[src/hw/rtl/dip_pkg.sv]
package dip_pkg;

  typedef enum logic [2:0] {
    PH_START,
    PH_ZERO,
    PH_DIGITS,
    PH_TRAIL,
    PH_ERR
  } phase_t;

  typedef enum logic [1:0] {
    RX_DEC,
    RX_OCT,
    RX_HEX
  } radix_t;

  typedef struct packed {
    phase_t      phase;
    radix_t      radix;
    logic [31:0] acc;
    logic [1:0]  parts_seen;
  } parse_state_t;

  typedef struct packed {
    logic        valid_res;
    logic [31:0] address;
    logic [2:0]  part_count;
  } parse_result_t;

  typedef struct packed {
    logic       en;
    logic [1:0] idx;
  } part_write_t;

  typedef logic [2:0][31:0] part_array_t;

  localparam parse_state_t ST_RESET = '{
    phase:      PH_START,
    radix:      RX_DEC,
    acc:        32'd0,
    parts_seen: 2'd0
  };

  localparam logic [7:0] CH_NUL   = 8'h00;
  localparam logic [7:0] CH_ZERO  = 8'h30;
  localparam logic [7:0] CH_NINE  = 8'h39;
  localparam logic [7:0] CH_DOT   = 8'h2e;
  localparam logic [7:0] CH_SPACE = 8'h20;
  localparam logic [7:0] CH_TAB   = 8'h09;
  localparam logic [7:0] CH_CR    = 8'h0d;
  localparam logic [7:0] CH_LO_A  = 8'h61;
  localparam logic [7:0] CH_LO_F  = 8'h66;
  localparam logic [7:0] CH_UP_A  = 8'h41;
  localparam logic [7:0] CH_UP_F  = 8'h46;
  localparam logic [7:0] CH_LO_X  = 8'h78;
  localparam logic [7:0] CH_UP_X  = 8'h58;

  localparam logic [31:0] MAX_PART24 = 32'h00ff_ffff;
  localparam logic [31:0] MAX_PART16 = 32'h0000_ffff;
  localparam logic [31:0] MAX_PART8  = 32'h0000_00ff;

  localparam logic [1:0] LAST_DOT_PARTS = 2'd3;

endpackage

[src/hw/rtl/dip_ifs.sv]
interface dip_char_if;
  logic       valid;
  logic       ready;
  logic [7:0] ch;

  modport source (output valid, output ch, input ready);
  modport sink (input valid, input ch, output ready);
endinterface

interface dip_result_if;
  logic        valid;
  logic        ready;
  logic        valid_res;
  logic [31:0] address;
  logic [2:0]  part_count;

  modport source (output valid, output valid_res, output address, output part_count,
                  input ready);
  modport sink (input valid, input valid_res, input address, input part_count,
                output ready);
endinterface

[src/hw/rtl/dip_step.sv]
module dip_step
  import dip_pkg::*;
(
  input  logic [7:0]    ch,
  input  parse_state_t  st,
  input  part_array_t   parts,
  output parse_state_t  st_next,
  output part_write_t   wr,
  output parse_result_t res,
  output logic          is_nul
);

  logic        is_dec;
  logic        is_lo;
  logic        is_up;
  logic        is_dot;
  logic        is_space;
  logic        is_x;
  radix_t      eff_radix;
  logic        dig_takes;
  logic        dot_ok;
  logic [3:0]  digit;
  logic [31:0] acc_dec;
  logic [31:0] acc_oct;
  logic [31:0] acc_hex;
  logic [31:0] acc_step;
  phase_t      digits_phase;

  phase_t      phase_next;
  radix_t      radix_next;
  logic [31:0] acc_next;
  logic [1:0]  parts_next;

  logic        fin_ok;
  logic [31:0] fin_val;
  logic [2:0]  fin_count;

  assign is_nul   = (ch == CH_NUL);
  assign is_dec   = (ch >= CH_ZERO) && (ch <= CH_NINE);
  assign is_lo    = (ch >= CH_LO_A) && (ch <= CH_LO_F);
  assign is_up    = (ch >= CH_UP_A) && (ch <= CH_UP_F);
  assign is_dot   = (ch == CH_DOT);
  assign is_space = (ch == CH_SPACE) || ((ch >= CH_TAB) && (ch <= CH_CR));
  assign is_x     = (ch == CH_LO_X) || (ch == CH_UP_X);

  // The first digit after a leading zero is already read as octal.
  assign eff_radix = (st.phase == PH_ZERO) ? RX_OCT : st.radix;
  assign dig_takes = is_dec || ((eff_radix == RX_HEX) && (is_lo || is_up));
  assign dot_ok    = is_dot && (st.parts_seen != LAST_DOT_PARTS);

  // Letters a..f and A..F share their low three bits, 1..6.
  assign digit = is_dec ? ch[3:0] : (4'(ch[2:0]) + 4'd9);

  assign acc_dec = {st.acc[28:0], 3'b000} + {st.acc[30:0], 1'b0} + {28'd0, digit};
  assign acc_oct = {st.acc[28:0], 3'b000} + {28'd0, digit};
  assign acc_hex = {st.acc[27:0], digit};

  always_comb begin
    unique case (eff_radix)
      RX_HEX:  acc_step = acc_hex;
      RX_OCT:  acc_step = acc_oct;
      default: acc_step = acc_dec;
    endcase
  end

  always_comb begin
    priority if (dig_takes) begin
      digits_phase = PH_DIGITS;
    end else if (is_dot) begin
      digits_phase = dot_ok ? PH_START : PH_ERR;
    end else if (is_space) begin
      digits_phase = PH_TRAIL;
    end else begin
      digits_phase = PH_ERR;
    end
  end

  // Next phase.
  always_comb begin
    if (is_nul) begin
      phase_next = PH_START;
    end else begin
      unique case (st.phase)
        PH_START: begin
          if (ch == CH_ZERO) begin
            phase_next = PH_ZERO;
          end else if (is_dec) begin
            phase_next = PH_DIGITS;
          end else begin
            phase_next = PH_ERR;
          end
        end
        PH_ZERO:   phase_next = is_x ? PH_DIGITS : digits_phase;
        PH_DIGITS: phase_next = digits_phase;
        PH_TRAIL:  phase_next = PH_TRAIL;
        default:   phase_next = PH_ERR;
      endcase
    end
  end

  // Accumulator, radix, part count and the write of a finished part.
  always_comb begin
    acc_next   = st.acc;
    radix_next = st.radix;
    parts_next = st.parts_seen;
    wr         = '0;
    if (is_nul) begin
      acc_next   = ST_RESET.acc;
      radix_next = ST_RESET.radix;
      parts_next = ST_RESET.parts_seen;
    end else begin
      unique case (st.phase)
        PH_START: begin
          if (is_dec) begin
            acc_next   = {28'd0, ch[3:0]};
            radix_next = RX_DEC;
          end
        end
        PH_ZERO, PH_DIGITS: begin
          if ((st.phase == PH_ZERO) && is_x) begin
            radix_next = RX_HEX;
          end else begin
            if (st.phase == PH_ZERO) begin
              radix_next = RX_OCT;
            end
            if (dig_takes) begin
              acc_next = acc_step;
            end else if (dot_ok) begin
              wr.en      = 1'b1;
              wr.idx     = st.parts_seen;
              parts_next = st.parts_seen + 2'd1;
              acc_next   = '0;
              radix_next = RX_DEC;
            end
          end
        end
        default: begin
        end
      endcase
    end
  end

  assign st_next = '{phase: phase_next, radix: radix_next, acc: acc_next,
                     parts_seen: parts_next};

  // Result of the text, used only when the character is NUL.
  always_comb begin
    fin_count = {1'b0, st.parts_seen} + 3'd1;
    fin_ok    = (st.phase == PH_ZERO) || (st.phase == PH_DIGITS) ||
                (st.phase == PH_TRAIL);
    fin_val   = st.acc;
    unique case (st.parts_seen)
      2'd0: begin
      end
      2'd1: begin
        if ((st.acc > MAX_PART24) || (parts[0] > MAX_PART8)) begin
          fin_ok = 1'b0;
        end
        fin_val = st.acc | {parts[0][7:0], 24'd0};
      end
      2'd2: begin
        if ((st.acc > MAX_PART16) || (parts[0] > MAX_PART8) || (parts[1] > MAX_PART8)) begin
          fin_ok = 1'b0;
        end
        fin_val = st.acc | {parts[0][7:0], parts[1][7:0], 16'd0};
      end
      default: begin
        if ((st.acc > MAX_PART8) || (parts[0] > MAX_PART8) || (parts[1] > MAX_PART8) ||
            (parts[2] > MAX_PART8)) begin
          fin_ok = 1'b0;
        end
        fin_val = st.acc | {parts[0][7:0], parts[1][7:0], parts[2][7:0], 8'd0};
      end
    endcase
    res.valid_res  = fin_ok;
    res.address    = fin_ok ? fin_val : '0;
    res.part_count = fin_ok ? fin_count : '0;
  end

endmodule

[src/hw/rtl/dotted_ipv4_text_parser.sv]
// Takes one character beat per cycle unless its two-entry output stage is
// full, with no bubbles between texts. A NUL beat's result is registered
// into that stage, which lets characters flow while a result is stalled;
// other characters produce no result and only update the parse state.
// Synchronous active-high reset clears the parse state and output valids;
// the stored earlier parts are not reset and are written before use.
module dotted_ipv4_text_parser
  import dip_pkg::*;
(
  input  logic           clk,
  input  logic           rst,
  dip_char_if.sink       chars,
  dip_result_if.source   result
);

  parse_state_t  st;
  parse_state_t  st_next;
  part_write_t   wr;
  parse_result_t res;
  logic          is_nul;
  logic          accept;
  logic          push;
  logic [31:0]   earlier_parts [3];
  part_array_t   parts;

  logic          out_valid;
  parse_result_t out_data;
  logic          skid_valid;
  parse_result_t skid_data;

  assign parts = {earlier_parts[2], earlier_parts[1], earlier_parts[0]};

  dip_step u_step (
    .ch      (chars.ch),
    .st      (st),
    .parts   (parts),
    .st_next (st_next),
    .wr      (wr),
    .res     (res),
    .is_nul  (is_nul)
  );

  assign chars.ready = !skid_valid;
  assign accept      = chars.valid && chars.ready;
  assign push        = accept && is_nul;

  always_ff @(posedge clk) begin
    if (rst) begin
      st <= ST_RESET;
    end else if (accept) begin
      st <= st_next;
    end
  end

  always_ff @(posedge clk) begin
    if (accept && wr.en) begin
      earlier_parts[wr.idx] <= st.acc;
    end
  end

  always_ff @(posedge clk) begin
    if (rst) begin
      out_valid  <= 1'b0;
      skid_valid <= 1'b0;
    end else if (result.ready || !out_valid) begin
      if (skid_valid) begin
        out_valid  <= 1'b1;
        skid_valid <= 1'b0;
      end else begin
        out_valid <= push;
      end
    end else if (push) begin
      skid_valid <= 1'b1;
    end
  end

  always_ff @(posedge clk) begin
    if (result.ready || !out_valid) begin
      if (skid_valid) begin
        out_data <= skid_data;
      end else if (push) begin
        out_data <= res;
      end
    end else if (push) begin
      skid_data <= res;
    end
  end

  assign result.valid      = out_valid;
  assign result.valid_res  = out_data.valid_res;
  assign result.address    = out_data.address;
  assign result.part_count = out_data.part_count;

endmodule

[src/flat_wrapper.sv]
// flat-port wrapper written by rule: the top's interface ports become plain ports
module dotted_ipv4_text_parser_flat import dip_pkg::*;
  (clk, rst, chars_valid, chars_ch, chars_ready, result_valid, result_valid_res, result_address, result_part_count, result_ready);
  dip_char_if chars_i ();
  dip_result_if result_i ();
  input  logic clk;
  input  logic rst;
  input wire logic [$bits(chars_i.valid)-1:0] chars_valid;
  input wire logic [$bits(chars_i.ch)-1:0] chars_ch;
  output wire logic [$bits(chars_i.ready)-1:0] chars_ready;
  output wire logic [$bits(result_i.valid)-1:0] result_valid;
  output wire logic [$bits(result_i.valid_res)-1:0] result_valid_res;
  output wire logic [$bits(result_i.address)-1:0] result_address;
  output wire logic [$bits(result_i.part_count)-1:0] result_part_count;
  input wire logic [$bits(result_i.ready)-1:0] result_ready;
  assign chars_i.valid = chars_valid;
  assign chars_i.ch = chars_ch;
  assign chars_ready = chars_i.ready;
  assign result_valid = result_i.valid;
  assign result_valid_res = result_i.valid_res;
  assign result_address = result_i.address;
  assign result_part_count = result_i.part_count;
  assign result_i.ready = result_ready;
  dotted_ipv4_text_parser u_core (.clk(clk), .rst(rst), .chars(chars_i), .result(result_i));
endmodule
[config.mk]
export PLATFORM = sky130hd
export DESIGN_NAME = dotted_ipv4_text_parser_flat
export DESIGN_NICKNAME = d
export VERILOG_FILES = /design/src/hw/rtl/dip_pkg.sv /design/src/hw/rtl/dip_ifs.sv /design/src/hw/rtl/dip_step.sv /design/src/hw/rtl/dotted_ipv4_text_parser.sv /design/src/flat_wrapper.sv
export SDC_FILE = /design/constraint.sdc
export NUM_CORES = 1
export LEC_CHECK = 0
export BUFFER_PORTS_ARGS = -buffer_cell sky130_fd_sc_hd__clkbuf_2
export CORE_ASPECT_RATIO = 1.25
export CORE_MARGIN = 4
export CORE_UTILIZATION = 58
export CTS_BUF_LIST = sky130_fd_sc_hd__clkbuf_8
export DETAILED_ROUTE_END_ITERATION = 6
export GPL_TIMING_DRIVEN = 1
export HOLD_SLACK_MARGIN = 0.15
export PLACE_DENSITY_LB_ADDON = 0.1
export SYNTH_ARGS = -nofsm -noshare
export SYNTH_HDL_FRONTEND = slang
export SYNTH_HIERARCHICAL = 1
export SYNTH_SLANG_ARGS = --single-unit
[constraint.sdc]
create_clock -name clk -period 6.1 [get_ports clk]
set_input_delay 0.915 -clock clk [delete_from_list [all_inputs] [get_ports clk]]
set_output_delay 0.915 -clock clk [all_outputs]
set_load 0.005 [all_outputs]
==> flow_metrics.py <==
metrics = {
    "clock_network": {
        "cts_buffers": 29,
        "postCtsHoldBufs": 0,
        "clock_latency_ps": 530,
        "cts-resized-gates": 0,
        "path_clk_slew_ps": 70,
        "cts-root-buf": "clkbuf_8",
        "clock_sinks": 209,
        "cts_max_path_buffers": 3,
        "cts_max_level": 1,
        "postCtsSetupBuffers": 0,
        "cts_tree": "yes",
    },
    "route": {
        "viasPerCell": 6.25,
        "num_vias": 9001,
        "drcViolationCount": 0,
        "first_iter_violations": 800,
        "ant_nets": 0,
        "first_pass_iters": 7,
        "wl_um": 28600,
        "wl_per_cell_um": 19.9,
    },
    "global_route": {
        "grt_pass1_wl_um": 45800,
        "antenna_found_initial": 0,
        "grt-ovfl-total": 0,
        "grt_max_degree": 42,
        "grt_pass1_vias": 8632,
        "grtUsageTotal": 0.250,
    },
    "critical_path": {
        "crit_path_end_kind": "flop",
        "crit_top_cell": "ha_1",
        "startpoint_type": "input pin",
        "worstPathArrival_ps": 5520,
        "r2r-end": "u_core/st[29]",
        "cp.required_ps": 6480,
        "ff2ff_setup_slack_ps": 1860,
        "r2r-start": "u_core/st[37]",
        "path_buf_inv": 3,
        "crit_chain": "clkbuf_2 > inv_1 > ha_1 > nand2b_1 > o21ai_0 > nand2_1 > xnor2_1 > ha_1 > ha_1 > inv_1 > fa_1 > nand2b_1 > a21oi_1 > a211oi_1 > o31a_1 > o21ai_0 > a41oi_1 > xnor2_1 > a22o_1 > nand2_1 > a21oi_1",
        "cp_slowest_cell": "o21ai_0",
        "crit_type": "in2reg",
        "critPathMaxStageDelay_ps": 570,
        "rr_worst_depth": 16,
        "cp_max_fo": 6,
        "cp_top_family": "compound AO/OA/AOI/OAI gates",
    },
    "outcome": {
        "status": "finished clean",
    },
    "sta": {
        "rsz0062_at_grt": "no",
        "layout_setup_ws_ps": 955,
        "slew_viol_final": 0,
        "period_minus_slack_ps": 5140,
        "finalSetupTns_ps": 0,
        "post-route-period-util": 0.843,
        "worst_slew_pin_slew_ps": 1100,
        "setup_viol": 0,
        "fmax_mhz": 194,
        "fin_worst_skew_ps": 12.7,
        "finalHoldViolCount": 0,
        "max_slew_margin": 0.258,
    },
    "synthesis": {
        "ys_top_cells_by_area": "edfxtp_1 (43%), ha_1 (7.5%), dfxtp_1 (7.0%)",
        "yosys_warnings": 6,
        "synth.yosys.seq_area_share": 0.498,
        "async_flop_share": 0,
        "yosysUniqueCellTypes": 74,
        "ys.flop_type": "edfxtp_1",
        "syn-cell-area_sq_um": 11800,
        "synth_edf_count": 168,
        "syn_nets": 1206,
        "yosysTopAreaCell": "edfxtp_1",
        "ys_ff_latch": 209,
        "synth_top_cell_area_share": 0.429,
        "avgSynthCellArea_sq_um": 10.5,
        "syn_inst": 1121,
    },
    "power_and_ir_drop": {
        "power.total_uw": 2640,
        "power_density_nw_per_um2": 206,
        "p_leak_uw": 0.00474,
        "vdd_drop_max_mv": 0.116,
    },
    "die": {
        "pin_count": 50,
        "core_sq_um": 20000,
        "die_area_sq_um": 22700,
        "row_count": 58,
        "die_w_um": 135,
        "start_util": 0.588,
        "die_height_um": 167,
    },
    "finish": {
        "nNetsFinal": 1233,
        "instances_no_fill": 1440,
        "antenna_cells": 0,
        "drive_gt1_frac": 0.156,
        "area_delta_synth_final_pct": 8.71,
        "finalInstanceArea_sq_um": 12800,
        "mostFrequentLayoutCell": "edfxtp_1",
        "layout_common_cells": "edfxtp_1 (168), nand2_1 (136), a21oi_1 (108)",
    },
    "min_path": {
        "min_from": "u_core/st[29]",
        "hp-class": "reg2reg",
        "hold_path_end": "u_core/earlier_parts[1][27]",
        "whs_path_depth": 0,
    },
    "placed_design": {
        "pre_cts_slack_ps": 528,
        "post_dp_cell_area_sq_um": 12200,
        "dp_hpwl_um": 19500,
        "dpl.cell_count": 1387,
        "globalplace.congestion": 0.851,
        "io_buffers": 49,
    },
    "run": {
        "maxCapViolCount": 0,
    },
}
[cell type report]
cell class,instances,area [sq um]
clock buffer,33,454
clock inverter,20,133
fill,1657,7230
inverter,22,82.6
multi-input combinational,816,5520
sequential,209,5870
tap,270,338
timing repair buffer,70,403
[worst max-delay path by stage]
stage                     start                    endpoint  slack [ps]  cells after the start
floorplan           chars_ch[1]  u_core/earlier_parts[0][0]         250                      8
global placement    chars_ch[0]               u_core/st[32]         650                     21
detailed placement  chars_ch[0]               u_core/st[32]         530                     21
CTS                 chars_ch[0]               u_core/st[32]        1090                     21
global route        chars_ch[0]               u_core/st[32]         730                     21
finish              chars_ch[0]               u_core/st[32]         960                     21
[synth_stat cells (4+ instances only)]
| cell | n |
|---|---|
| clkbuf_1 | 50 |
| nand2b_1 | 12 |
| a221oi_1 | 14 |
| mux2_2 | 36 |
| o21ai_0 | 29 |
| a32o_1 | 4 |
| inv_1 | 22 |
| nand2_1 | 136 |
| buf_6 | 6 |
| a211oi_1 | 11 |
| a21oi_2 | 10 |
| a31oi_1 | 6 |
| and3_1 | 14 |
| xor2_1 | 19 |
| mux2i_1 | 5 |
| nor2_1 | 80 |
| nor2b_1 | 13 |
| nor3b_1 | 4 |
| nand3_1 | 26 |
| and2_1 | 6 |
| xnor2_1 | 25 |
| o21a_1 | 7 |
| o211ai_1 | 8 |
| nor3_1 | 16 |
| ha_1 | 71 |
| a21oi_1 | 108 |
| dfxtp_1 | 41 |
| o31ai_1 | 8 |
| a22o_1 | 8 |
| a22oi_1 | 17 |
| a21o_1 | 9 |
| or2_2 | 6 |
| nor4_1 | 26 |
| or3_1 | 5 |
| nor4b_1 | 4 |
| a221o_1 | 4 |
| buf_2 | 12 |
| edfxtp_1 | 168 |
| nand4_1 | 17 |
[per-layer routing]
layer / vias to the layer above / wire length, um / track usage
li1: 4252 / - / -
met1: 4365 / 12200 / 0.342
met2: 326 / 14000 / 0.415
met3: 58 / 1690 / 0.0297
met4: 0 / 755 / 0.0837
met5: - / 0 / 0
[through the flow]
| stage | utilization | hold WS (ps) |
|---|---|---|
| finish | 0.639 | 472 |
| global route | 0.639 | 479 |
| CTS | 0.639 | 475 |
| detailed placement | 0.610 | 459 |
| global placement | 0.610 | 453 |
| floorplan | - | 442 |
[worst register-to-register path, stage by stage, from the launching register on]
cell,delay (ps)
dfxtp_1,580
inv_1,190
nand2_1,180
nor2_1,90
or2_2,320
inv_1,60
ha_1,130
buf_4,340
and3_1,240
o21ai_2,120
a31oi_4,540
nand2_2,310
or4_1,580
and3_1,170
o211ai_1,90
nand2_1,80
a21oi_1,150
[where the power goes]
group / internal, uW / switching [uW] / total (uW)
registers: 1520 / 3.21 / 1520
clock network: 577 / 490 / 1070
logic: 15.4 / 35.6 / 51.0
[registers in the layout, summed over array words and instances, names as in the netlist]
signal / flops
u_core/skid_data: 36
u_core/st: 39
u_core/result.part_count: 3
u_core/earlier_parts: 96
u_core/result.address: 32
u_core/result.valid_res: 1
u_core/skid_valid: 1
u_core/result.valid: 1
[cells by family (layout without fill, tap and decap cells)]
family | count (synthesis) | count (layout) | share of synthesized area
compound gates | 275 | 275 | 0.155
xor+xnor | 44 | 44 | 0.0327
fa+ha+maj | 73 | 73 | 0.0789
buf+inv | 96 | 145 | 0.0365
flops | 209 | 209 | 0.498
mux | 41 | 41 | 0.0387
simple gates | 383 | 383 | 0.160
(Power assumes the default switching activity.)
